<file path="config.mk">
export PLATFORM = sky130hd
export DESIGN_NAME = stkl_cell
export DESIGN_NICKNAME = d
export VERILOG_FILES = /design/src/stkl_pkg.sv /design/src/stkl_cell.sv
export SDC_FILE = /design/constraint.sdc
export NUM_CORES = 1
export LEC_CHECK = 0
export ABC_AREA = 1
export BUFFER_PORTS_ARGS = -buffer_cell sky130_fd_sc_hd__buf_2
export CAP_MARGIN = 10
export CORE_UTILIZATION = 34
export CTS_CLUSTER_DIAMETER = 80
export DETAILED_ROUTE_END_ITERATION = 10
export GPL_TIMING_DRIVEN = 0
export PLACE_DENSITY = 0.67
export SLEW_MARGIN = 20
export SYNTH_ARGS = -nofsm -noshare
export SYNTH_HDL_FRONTEND = slang
export SYNTH_SLANG_ARGS = --single-unit
</file>
<file path="constraint.sdc">
create_clock -name clk -period 4.4 [get_ports clk]
set_clock_uncertainty 0.1 [all_clocks]
set_input_delay 0.66 -clock clk [delete_from_list [all_inputs] [get_ports clk]]
set_output_delay 0.66 -clock clk [all_outputs]
set_load 0.02 [all_outputs]
</file>
<file path="src/stkl_pkg.sv">
// Shared types, constants and helpers for the sorted triple-key list.
package stkl_pkg;

    localparam int DEPTH = 64;
    localparam int IDX_W = (DEPTH > 1) ? $clog2(DEPTH) : 1;
    localparam int CNT_W = $clog2(DEPTH + 1);
    localparam int CMP_W = CNT_W + 6;
    localparam int THR_W = 58;

    localparam logic [2:0] CMD_INSERT = 3'd0;
    localparam logic [2:0] CMD_CHECK  = 3'd1;
    localparam logic [2:0] CMD_PRUNE  = 3'd2;
    localparam logic [2:0] CMD_READ   = 3'd3;
    localparam logic [2:0] CMD_DELETE = 3'd4;

    localparam logic [1:0] ST_OK        = 2'd0;
    localparam logic [1:0] ST_NOT_FOUND = 2'd1;
    localparam logic [1:0] ST_FULL      = 2'd2;
    localparam logic [1:0] ST_BAD_POS   = 2'd3;

    typedef struct packed {
        logic signed [31:0] k1;
        logic signed [31:0] k2;
        logic signed [31:0] k3;
        logic [15:0]        tag;
    } entry_t;

    typedef enum logic [1:0] {
        CELL_HOLD,
        CELL_NEW,
        CELL_LEFT,
        CELL_RIGHT
    } cell_op_t;

    typedef struct packed {
        cell_op_t op;
        logic     mark_load;
        logic     mark_en;
    } cell_ctrl_t;

    typedef struct packed {
        logic ins;
        logic match;
        logic above;
    } cell_flags_t;

    // True when |a - b| < tol
    function automatic logic near_eq(input logic signed [31:0] a,
                                     input logic signed [31:0] b,
                                     input logic [15:0] tol);
        logic signed [32:0] d;
        logic [32:0]        mag;
        d   = 33'(a) - 33'(b);
        mag = d[32] ? 33'(-d) : 33'(d);
        return mag < {17'd0, tol};
    endfunction

endpackage

</file>
<file path="src/stkl_cell.sv">
// One list cell: holds an entry and its prune mark, compares against the item.
module stkl_cell (
    input  logic                                 clk,
    input  logic                                 rst_n,
    input  stkl_pkg::cell_ctrl_t                 ctrl,
    input  stkl_pkg::entry_t                     left_entry,
    input  stkl_pkg::entry_t                     right_entry,
    input  logic                                 right_mark,
    input  stkl_pkg::entry_t                     new_entry,
    input  logic [15:0]                          eps,
    input  logic signed [stkl_pkg::THR_W-1:0]    thr,
    output stkl_pkg::entry_t                     entry,
    output logic                                 mark,
    output stkl_pkg::cell_flags_t                flags
);
    import stkl_pkg::*;

    entry_t                  entry_reg, entry_next;
    logic                    mark_reg, mark_next;
    cell_flags_t             flags_reg, flags_next;
    logic                    n1, n2;
    logic signed [THR_W-1:0] scaled;
    logic                    gt_thr;

    // Compare stored keys with the pending item
    always_comb
    begin
        n1 = near_eq(entry_reg.k1, new_entry.k1, eps);
        n2 = near_eq(entry_reg.k2, new_entry.k2, eps);
        flags_next.ins   = (entry_reg.k1 > new_entry.k1)
                         || (n1 && (entry_reg.k2 > new_entry.k2))
                         || (n1 && n2 && (entry_reg.k3 >= new_entry.k3));
        flags_next.match = n1;
        flags_next.above = entry_reg.k1 > new_entry.k1;
        scaled = signed'({{(THR_W - 48){entry_reg.k1[31]}}, entry_reg.k1, 16'd0});
        gt_thr = scaled > thr;
    end

    // Select the next entry and mark
    always_comb
    begin
        case (ctrl.op)
            CELL_NEW:   entry_next = new_entry;
            CELL_LEFT:  entry_next = left_entry;
            CELL_RIGHT: entry_next = right_entry;
            default:    entry_next = entry_reg;
        endcase
        if (ctrl.mark_load)
            mark_next = ctrl.mark_en & gt_thr;
        else if (ctrl.op == CELL_RIGHT)
            mark_next = right_mark;
        else
            mark_next = mark_reg;
    end

    always_ff @(posedge clk)
    begin
        entry_reg <= entry_next;
    end

    always_ff @(posedge clk or negedge rst_n)
    begin
        if (!rst_n)
        begin
            mark_reg  <= 1'b0;
            flags_reg <= '0;
        end
        else
        begin
            mark_reg  <= mark_next;
            flags_reg <= flags_next;
        end
    end

    assign entry = entry_reg;
    assign mark  = mark_reg;
    assign flags = flags_reg;

endmodule

</file>
# == Word level (Yosys, flattened, before mapping) ==
# Cells that the tools add are included.
# classes
add_sub_neg,4
order_cmp,6
n_eq_ne,3
n_mux,5
bitwise_logic,1
n_reduce_logical,7
# ops
cell,count
$pmux W112 S3,1
$lt A33 B16 Y1,2
$mux W33,2
$neg A33 Y33,2
$sub A32 B32 Y33,2
$gt A32 B32 Y1,2
$gt A48 B58 Y1,1
$ge A32 B32 Y1,1
$eq A2 B2 Y1 const B,2
$logic_and A1 B1 Y1,3
$reduce_bool A3 Y1,1
$eq A2 B1 Y1 const B,1
$logic_or A1 B1 Y1,2
$mux W1,2
$reduce_bool A2 Y1,1
$and A1 B1 Y1,1
# word_totals
register_bits,116
input_bits,417
output_inout_bits,116
elab_cells,34

# == Longest topological paths before layout ==
# Gate-level depths: netlist of the first run.
# logic_depth
ltp_word,7
depth_mapped,42
ltp_nobuf,40

# == Worst setup path before layout of the first run ==
# OpenSTA, ideal clock, no wires.
# synth_path
path_kind,input to register
start,in new_entry[48] in the netlist's numbering
end,reg flags_reg (netlist bit flags[2])
setup_time_ns,0.065
arrival_ns,4.402
t_required_ns,4.235
setup_slack_ns,-0.167
path_stages,41
path_buffers,2
path_cell_list,ha_1 fa_1 inv_2 nand2_1 nand2_1 nand3_2 nand2_2 nand2_2 nand2_2 nand2_2 nand2_1 nand2_1 nand2_4 buf_2 buf_4 inv_1 a21oi_1 xor2_1 [... 5 more ...] nand3_1 nand2_1 nand2_1 nand2_1 nand2_1 nand2_1 nand2_1 nand2_1 nand2_1 nor2_1 nand4_1 nor2_1 nand2_1 nor2_1 nand3_1 nand2_1 nand2_1 nand2_1
# synth_lines
item,line_no,text
"start, declared",stkl_cell.sv:9,"input stkl_pkg::entry_t new_entry,"
"end signal, assigned",stkl_cell.sv:71,flags_reg <= flags_next;
"end, declared",stkl_cell.sv:20,"cell_flags_t flags_reg, flags_next;"

==> flow_summary.toml, run 1 <==
[final_layout]
fin_area_um2 = 21260
area_growth_syn_to_layout_pct = 34.47
drive_gt1_share_pct = 26.88
multiInputGateArea_um2 = 11280
n_fill_cell = 4865
seq_area_um2 = 3463
largest_reg_flops = 112
layout.cells.non_filler = 3773
nNetsFinal = 3727

[detailed_routing]
wl_met3_um = 8057
met2_length_um = 34250
ant_nets = 0
wl_per_cell_um = 20.46
via_per_inst = 5.190
vias = 19581
drc = 0
drt_iter0_markers = 1758
totalWireLength_um = 77180
first_pass_iters = 5
drt-met1-wl_um = 31860
dr.max_layer_used = "met5"

[global_routing]
antenna_found_initial = 31
overflow = 0
grt_usage_pct = 31.84
grt_first_pass_wirelength_um = 111100
grt_pass1_vias = 18064
grt_max_degree = 46

[clock_tree]
cts.clk_slew.worst_paths_ps = 70
cts_tree = "built"
cts_root_buf = "clkbuf_16"
htree_levels = 4
cts_buffer_depth = 2
clk_latency_ps = 460
numCtsBuffers = 17
clkSinkCount = 116

[setup_path]
slowest_stage = "edfxtp_1"
critPathLaunchType = "register"
critPathKind = "register to register"
crit_top_cell = "nand2_1"
path_buf_inv = 3
crit_family = "simple AND/OR/NAND/NOR gates"
arrival_ps = 4520
crit_required_ps = 4700
max_stage_delay_ps = 400
path_max_fanout = 4
endpoint_kind = "register"

[synthesis]
synth_most_common_cell = "nand2_1"
synth-seq-cells = 116
synthArstFlopShare_pct = 3.448
seq_area_frac_synth_pct = 21.90
synthTopCellsByArea = "edfxtp_1, nand2_1, ha_1, inv_1, nand3_1"
ys.flop_type = "edfxtp_1"
synthTopCellsByCount = "nand2_1, inv_1, nand3_1"
synthesis.nets = 3114
netlist.area_leader.share_pct = 21.27
synth_warnings = 0
syn_area_um2 = 15810
synth_edf_count = 112
yosysTopAreaCell = "edfxtp_1"
postSynthCellCount = 2525
yosysUniqueCellTypes = 51
avgSynthCellArea_um2 = 6.262

[sta]
timing.final.crit_share_pct = 95.82
tightest_slew_ps = 1143
hold_violations = 0
rsz0062_at_grt = "yes"
setup_violations = 0
finalCriticalPeriod_ps = 4216
slew_headroom_pct = 23.83
fmax_ghz = 0.2372
setup_slack_ps = 183.8
drv_slew = 0

[pwr]
p_leak_nw = 11.19
vdd_drop_max_v = 0.0003347
cellPowerDensity_nw_per_um2 = 340.1
finalPower_mw = 7.232

[floorplanning]
die_h_um = 217.7
design.core.area_um2 = 45580
ioPinCount = 533
die_area_um2 = 47370
initial_core_util_pct = 34.69
rows = 78
die_w_um = 217.7

[outcome]
status = "finished clean"

[place]
dp_hpwl_um = 64840
placedInstanceArea_um2 = 19280
dp_cells = 3657
io_buffers = 530
place.gp.congestion = 1.003
post-place-ws_ps = -975.3

[min_path]
min_path_type = "input pin to register"

[flow_run]
maxCapViolations = 0
==> per-stage QoR <==
step	hold slack [ps]	TNS, ps	util, %
final	369.1	0	46.65
after global routing	378.3	-217.0	46.61
after CTS	342.7	0	44.32
after detailed placement	435.1	-1657	42.30
after global placement	432.7	-1606	42.19
after floorplan	264.4	0	-
==> area by class of cell <==
cell class	count	area share, %
clock buffer	18	2.018
clock inverter	14	0.8238
tap	600	3.531
timing repair buffer	597	15.16
buffer	55	1.106
multi-input combinational	1913	53.04
inverter	438	7.767
sequential	116	16.29
antenna	22	0.2589
==> worst reg2reg max path: cells and delay by family (launching register included) <==
family                     cells  cell delay (ps)
DFF                            1              400
and+or+nand+nor               25             2080
adders and majority gates      3              800
buffers and inverters          3              300
AOI/OAI and AO/OA              2              320
xor gates and xnor gates       1              150
==> layout by cell type, fill, tap and decap left out, types with 11 or more instances in the layout <==
cell       count
nand3b_1      16
nand2_1      773
nor2_4        13
ha_2          22
nand4_1       40
xor2_1        24
a21oi_1       93
clkbuf_16     18
ha_4          30
edfxtp_1     112
nor2_2        22
o21ai_0       44
nand2_4       14
inv_1        426
o211ai_1      95
a21oi_2       20
clkbuf_1      50
nor2_1       179
ha_1         118
buf_4         64
nor3_1        11
buf_2        531
nand2_2       44
nand3_2       17
nand3_1      264
diode_2       22
==> report_power, final <==
| part | internal, mW | leakage (nW) | switching [mW] |
|---|---|---|---|
| combinational | 1.55 | 9.70 | 2.66 |
| sequential | 1.38 | 1.20 | 0.118 |
| clock | 0.896 | 0.291 | 0.630 |
==> routing by layer <==
metal | vias to the layer above | track usage, %
met5 | - | 0
met4 | 14 | 11.90
met3 | 151 | 7.197
met2 | 971 | 50.51
met1 | 8951 | 41.87
li1 | 9494 | -
==> logic make-up (layout without fill, tap and decap cells) <==
family / after synthesis / count (layout) / synth area share, %
other cells: 0 / 22 / 0
xor+xnor: 36 / 36 / 2.041
simple gates: 1410 / 1410 / 39.00
fa+ha+maj: 172 / 172 / 13.70
compound gates: 295 / 295 / 11.43
flops: 116 / 116 / 21.90
buf+inv: 496 / 1122 / 11.92
==> timing repair <==
action / 4_1_cts / 5_1_grt
endpoints found under the hold margin: 4 / 0
setup buffers: 22 / 41
pin swaps: 9 / 49
hold buffers: 1 / 0
endpoints found under the setup margin: 2 / 2
gates resized for setup: 36 / 153
gates cloned: 0 / 1
==> final timing paths <==
| path | cells after the start | from | end | slack, ps |
|---|---|---|---|---|
| worst max-delay path | 34 | entry[48] | flags[2] | 180 |
| worst min-delay path | 3 | left_entry[6] | entry[6] | 370 |
| worst max register to register | 34 | entry[48] | flags[2] | 180 |
| worst min register to register | 2 | mark | mark | 480 |
| max in group asynchronous | 2 | rst_n | mark | 3500 |
| min in group asynchronous | 2 | rst_n | flags[1] | 500 |
Note: power is estimated with default switching activity, not from simulation.
==> run 2: changes to the inputs <==
--- a/config.mk
+++ b/config.mk
@@ -8,6 +8,7 @@
 export ABC_AREA = 1
 export BUFFER_PORTS_ARGS = -buffer_cell sky130_fd_sc_hd__buf_2
 export CAP_MARGIN = 10
+export CORE_ASPECT_RATIO = 0.9
 export CORE_UTILIZATION = 34
 export CTS_CLUSTER_DIAMETER = 80
 export DETAILED_ROUTE_END_ITERATION = 10
==> run 2 against run 1 <==
Compared with the run above:
- non-clock buffer count rose by 17
- first-iteration DRC count grew 27%
- global-route usage is 1.0 points higher
- clock power shrank 4%
- final cell count grew 0.56%
==> flow_summary.toml, run 2 (same netlist as run 1, synthesis figures left out) <==
[final_layout]
seq_area_um2 = 3463
n_fill_cell = 4785
final_cell_mix = "nand2_1, buf_2, inv_1, nand3_1, nor2_1"
layout_commonest_cell = "nand2_1"
multiInputGateArea_um2 = 11470
largest_reg_flops = 112
nNetsFinal = 3744
post-route-util_pct = 47.15
area_growth_syn_to_layout_pct = 36.12
layout.cells.non_filler = 3794
drive_gt1_share_pct = 28.13

[setup_path]
arrival_ps = 4680
slowest_stage = "edfxtp_1"
critPathLaunchType = "register"
crit_required_ps = 4700
ff2ff_path_depth = 31
path_max_fanout = 8
critPathKind = "register to register"
r2r_slack_ps = 10
worstReg2RegStart = "entry[104]"
max_stage_delay_ps = 460
startpoint = "entry[104]"
crit_top_cell = "nand2_1"
r2r-end = "flags[2]"
endpoint_kind = "register"

[clock_tree]
cts_tree = "built"
cts_root_buf = "clkbuf_16"
numCtsBuffers = 17
htree_levels = 4
clk_latency_ps = 470
clkSinkCount = 116
cts.clk_slew.worst_paths_ps = 70
cts_buffer_depth = 2

[floorplanning]
rows = 74
ioPinCount = 533
die_area_um2 = 47380
die_w_um = 229.3
design.core.area_um2 = 45650
die_h_um = 206.6
initial_core_util_pct = 34.64

[detailed_routing]
totalWireLength_um = 80860
vias = 20116
drc = 0
drt_iter0_markers = 2231
via_per_inst = 5.302
first_pass_iters = 5
ant_nets = 0
wl_per_cell_um = 21.31

[sta]
setup_violations = 0
drv_slew = 0
tightest_slew_ps = 1303
rsz0062_at_grt = "yes"
hold_violations = 0
worst_hold_slack_ps = 373.9
timing.final.crit_share_pct = 99.73
fmax_ghz = 0.2279
finalCriticalPeriod_ps = 4388
slew_headroom_pct = 13.15
setup_slack_ps = 12.07

[min_path]
min_path_type = "input pin to register"
min-delay-start = "left_entry[6]"
holdPathEnd = "entry[6]"
min_path_cells = 3

[global_routing]
grt_first_pass_wirelength_um = 114200
grt_usage_pct = 32.86
grt_pass1_vias = 18100
grt_max_degree = 49
antenna_found_initial = 26
overflow = 0

[place]
dp_cells = 3665
dp_hpwl_um = 67410
io_buffers = 530
post-place-ws_ps = -1155
place.gp.congestion = 1.007

[pwr]
vdd_drop_max_v = 0.0004180
finalPower_mw = 7.312
cellPowerDensity_nw_per_um2 = 339.7
p_leak_nw = 11.26

[flow_run]
maxCapViolations = 0

[outcome]
status = "finished clean"
==> run 2: worst max-delay path, delay by kind of cell (launching register included) <==
family | cells | cell delay [ps]
AO/OA/AOI/OAI | 4 | 450
XOR/XNOR | 1 | 290
adder cells (fa/ha/maj) | 2 | 720
buffers and inverters | 2 | 240
flip-flops | 1 | 460
AND/OR/NAND/NOR | 22 | 2040
==> run 2: cell type report <==
type	instances	area share [%]
Inverter	438	7.691
Buffer	54	1.017
Tap cell	608	3.534
Timing Repair Buffer	615	15.49
Multi-Input combinational cell	1913	53.29
Antenna cell	18	0.2093
Sequential cell	116	16.09
Clock inverter	15	0.7092
Clock buffer	17	1.976
==> run 2: how the worst max path moves through the flow <==
| stage | end | slack, ps | cells after the start |
|---|---|---|---|
| finish | flags[2] | 10 | 31 |
| global route | flags[2] | -270 | 35 |
| CTS | flags[2] | 0.1 | 41 |
| detailed placement | flags[2] | -1150 | 39 |
| global placement | flags[2] | -1140 | 33 |
| floorplan | flags[2] | 2 | 41 |
==> run 2: power by group <==
group	switching [mW]	total [mW]	leakage [nW]	internal (mW)
clock	0.637	1.47	0.276	0.836
combinational	2.74	4.33	9.78	1.59
sequential	0.136	1.51	1.20	1.38
total	3.51	7.31	11.3	3.80
==> run 2: stage by stage <==
stage	cell area (µm²)	setup TNS, ps
floorplan	15830	0
global placement	19240	-16690
detailed placement	19290	-2102
CTS	20600	0
global route	21500	-505.9
finish	21520	0
==> run 2: metal layers <==
metal,up-vias,GRT usage (%),part of all wire [%]
met1,9259,45.14,43
met5,-,0,0.098
met4,14,11.05,3.2
met2,1166,48.80,42
li1,9527,-,-
met3,150,9.821,13
==> run 2: timing repair <==
item | in CTS | in global routing
cloned | 0 | 0
pin swaps | 20 | 62
hold buffers | 1 | 0
setup buffers | 39 | 44
resized for setup | 93 | 128
setup endpoints to repair | 2 | 2
endpoints found under the hold margin | 4 | 0
==> run 3: changes to the inputs <==
--- a/config.mk
+++ b/config.mk
@@ -5,7 +5,6 @@
 export SDC_FILE = /design/constraint.sdc
 export NUM_CORES = 1
 export LEC_CHECK = 0
-export ABC_AREA = 1
 export BUFFER_PORTS_ARGS = -buffer_cell sky130_fd_sc_hd__buf_2
 export CAP_MARGIN = 10
 export CORE_ASPECT_RATIO = 0.9
@@ -13,7 +12,7 @@
 export CTS_CLUSTER_DIAMETER = 80
 export DETAILED_ROUTE_END_ITERATION = 10
 export GPL_TIMING_DRIVEN = 0
-export PLACE_DENSITY = 0.67
+export PLACE_DENSITY = 0.68
 export SLEW_MARGIN = 20
 export SYNTH_ARGS = -nofsm -noshare
 export SYNTH_HDL_FRONTEND = slang
==> run 3 against run 2 <==
Compared with the run above:
- the flow now finishes with violations (negative setup slack)
- design area down 8.6%
- clock-buffer cell count grew 1
- synthesized cell count down 26%
- clock power up 5%
- via count decreased by 15%
- critical endpoint unchanged
- highest routed layer unchanged
==> flow_summary.toml, run 3 <==
[synthesis]
postSynthCellCount = 1858
synthesis.nets = 2447
ys.flop_type = "edfxtp_1"
synthMuxAreaShare_pct = 8.197
synth_most_common_cell = "a21oi_1"
synth_top_family_by_area = "compound AO/OA/AOI/OAI gates"
synthTopCellsByCount = "a21oi_1, nor2_1, inv_1"
netlist.area_leader.share_pct = 22.72
synth_warnings = 0
synth_xor_area_share_pct = 3.904
syn_area_um2 = 14810
synth_compound_area_share_pct = 24.42
synth-seq-cells = 116
seq_area_frac_synth_pct = 23.39
synthArstFlopShare_pct = 3.448
synthTopCellsByArea = "edfxtp_1, ha_1, mux2i_1, a21oi_1, nor2_1"
synth_edf_count = 112
avgSynthCellArea_um2 = 7.968
yosysUniqueCellTypes = 89
synth-simple-area-share_pct = 19.11
synthAdderAreaFrac_pct = 14.64
yosysTopAreaCell = "edfxtp_1"

[floorplanning]
rows = 72
ioPinCount = 533
die_w_um = 222.0
design.core.area_um2 = 42970
die_area_um2 = 44390
initial_core_util_pct = 34.45
die_h_um = 200.0

[min_path]
holdPathEnd = "mark"
min_path_type = "input pin to register"
min_path_cells = 2
min-delay-start = "ctrl[1]"

[final_layout]
layout.cells.non_filler = 3017
fin_area_um2 = 19680
n_fill_cell = 4298
area_growth_syn_to_layout_pct = 32.92
drive_gt1_share_pct = 29.91
nNetsFinal = 3023
layout_commonest_cell = "buf_2"
multiInputGateArea_um2 = 10930
post-route-util_pct = 45.80
seq_area_um2 = 3463
final_cell_mix = "buf_2, a21oi_1, nor2_1, inv_1, ha_1"
largest_reg_flops = 112

[sta]
tightest_slew_ps = 1215
rsz0062_at_grt = "yes"
tns_ps = -1433
timing.final.crit_share_pct = 117.2
slew_headroom_pct = 19.00
worst_hold_slack_ps = 390.3
hold_violations = 0
finalCriticalPeriod_ps = 5158
fmax_ghz = 0.1939
setup_slack_ps = -758.1
setup_violations = 2
drv_slew = 0

[pwr]
switchingPower_mw = 3.087
seq_power_share_pct = 21.5
p_clk_share_pct = 22.3
vdd_drop_max_v = 0.0004030
cellPowerDensity_nw_per_um2 = 350.7
switching_share_pct = 44.74
pwr-share-comb_pct = 56.2
p_leak_nw = 9.431
p_int_mw = 3.813
finalPower_mw = 6.901

[detailed_routing]
wl_per_cell_um = 23.19
drc = 0
drt_iter0_markers = 1609
first_pass_iters = 5
vias = 17198
via_per_inst = 5.700
totalWireLength_um = 69950
ant_nets = 0

[place]
post-place-ws_ps = -2079
place.gp.congestion = 0.9509
dp_hpwl_um = 57050
placedInstanceArea_um2 = 18470
io_buffers = 530
dp_cells = 2945

[global_routing]
grt_pass1_vias = 16417
grt_usage_pct = 30.38
overflow = 0
grt_first_pass_wirelength_um = 100500
grt_max_degree = 45
antenna_found_initial = 17

[clock_tree]
clkSinkCount = 116
htree_levels = 4
cts_root_buf = "clkbuf_16"
numCtsBuffers = 17
clk_latency_ps = 470
cts_tree = "built"
cts_buffer_depth = 2
cts.clk_slew.worst_paths_ps = 70

[setup_path]
cp.depth = 22
ff2ff_path_depth = 22
slowest_stage = "edfxtp_1"
critPathKind = "register to register"
max_stage_delay_ps = 480
r2r_slack_ps = -760
arrival_ps = 5440
critPathLaunchType = "register"
worstReg2RegStart = "entry[98]"
crit_path_cell_trace = "ha_1 -> clkbuf_2 -> nand4_1 -> nor4_2 -> nand2_1 -> o31ai_4 -> buf_8 -> nor2_1 -> a21oi_1 -> ha_1 -> a21boi_0 -> o21a_1 -> o21a_1 -> o211ai_1 -> a21boi_0 -> o311ai_1 -> a31oi_2 -> a2111oi_2 -> o311a_1 -> and4_1 -> nand4_1 -> o21ai_1"
r2r-end = "flags[2]"
endpoint_kind = "register"
crit_required_ps = 4680
path_max_fanout = 10
path_buf_inv = 2
crit_family = "compound AO/OA/AOI/OAI gates"

[outcome]
status = "finished, violations left"
violations = "negative setup slack"

[flow_run]
maxCapViolations = 0
## run 3: cell types whose count changed after synthesis, sizes merged, moves of 76 or more
cell	before	now
mux2i	0	119
inv	437	175
nand3	283	36
nand2	832	102
a21oi	118	232
o211ai	95	19
## run 3: cell type report
class                      instances  share of cell area [%]
inverter                         175                   3.338
clock buffer                      18                   2.181
multi-input combinational       1496                   55.52
timing repair buffer             571                   15.24
clock inverter                    14                  0.8838
tap                              555                   3.529
antenna                           15                  0.1907
buffer                            57                   1.513
sequential                       116                   17.60
## run 3: worst max-delay path by stage
stage	from	endpoint	slack, ps
2_1_floorplan	new_entry[48]	flags[2]	-430
3_3_place_gp	new_entry[57]	flags[2]	-2120
3_5_place_dp	new_entry[75]	flags[2]	-2080
4_1_cts	entry[84]	flags[2]	-870
5_1_grt	entry[48]	flags[2]	-950
6_report	entry[98]	flags[2]	-760
## run 3: power groups by stage
stage                     Sequential [mW]  Clock (mW)  Combinational, mW
after CTS                            1.48        1.56               3.70
after detailed placement             1.50           0               3.55
after global placement               1.51           0               3.47
after global routing                 1.49        1.58               4.22
final                                1.48        1.54               3.88
after floorplan                      1.63           0               2.29
## run 3: timing repair
action,4_1_cts,5_1_grt
buffers inserted,18,20
pin swaps,27,32
hold buffers,1,0
setup endpoints to repair,2,2
gates resized for setup,38,54
hold endpoints to repair,4,0
## run 3: cell families after synthesis
family | count (synthesis)
AO/OA/AOI/OAI | 559
XOR/XNOR | 66
adder cells (fa/ha/maj) | 172
buffers and inverters | 246
flip-flops | 116
multiplexers | 121
AND/OR/NAND/NOR | 578
## run 3: routing by layer
| metal | GRT usage, % | part of all wire [%] | up-vias |
|---|---|---|---|
| met2 | 50.94 | 47 | 804 |
| met1 | 38.62 | 42 | 8218 |
| met5 | 0 | 0.033 | - |
| li1 | - | - | 8052 |
| met4 | 13.17 | 3.8 | 4 |
| met3 | 5.123 | 6.8 | 120 |
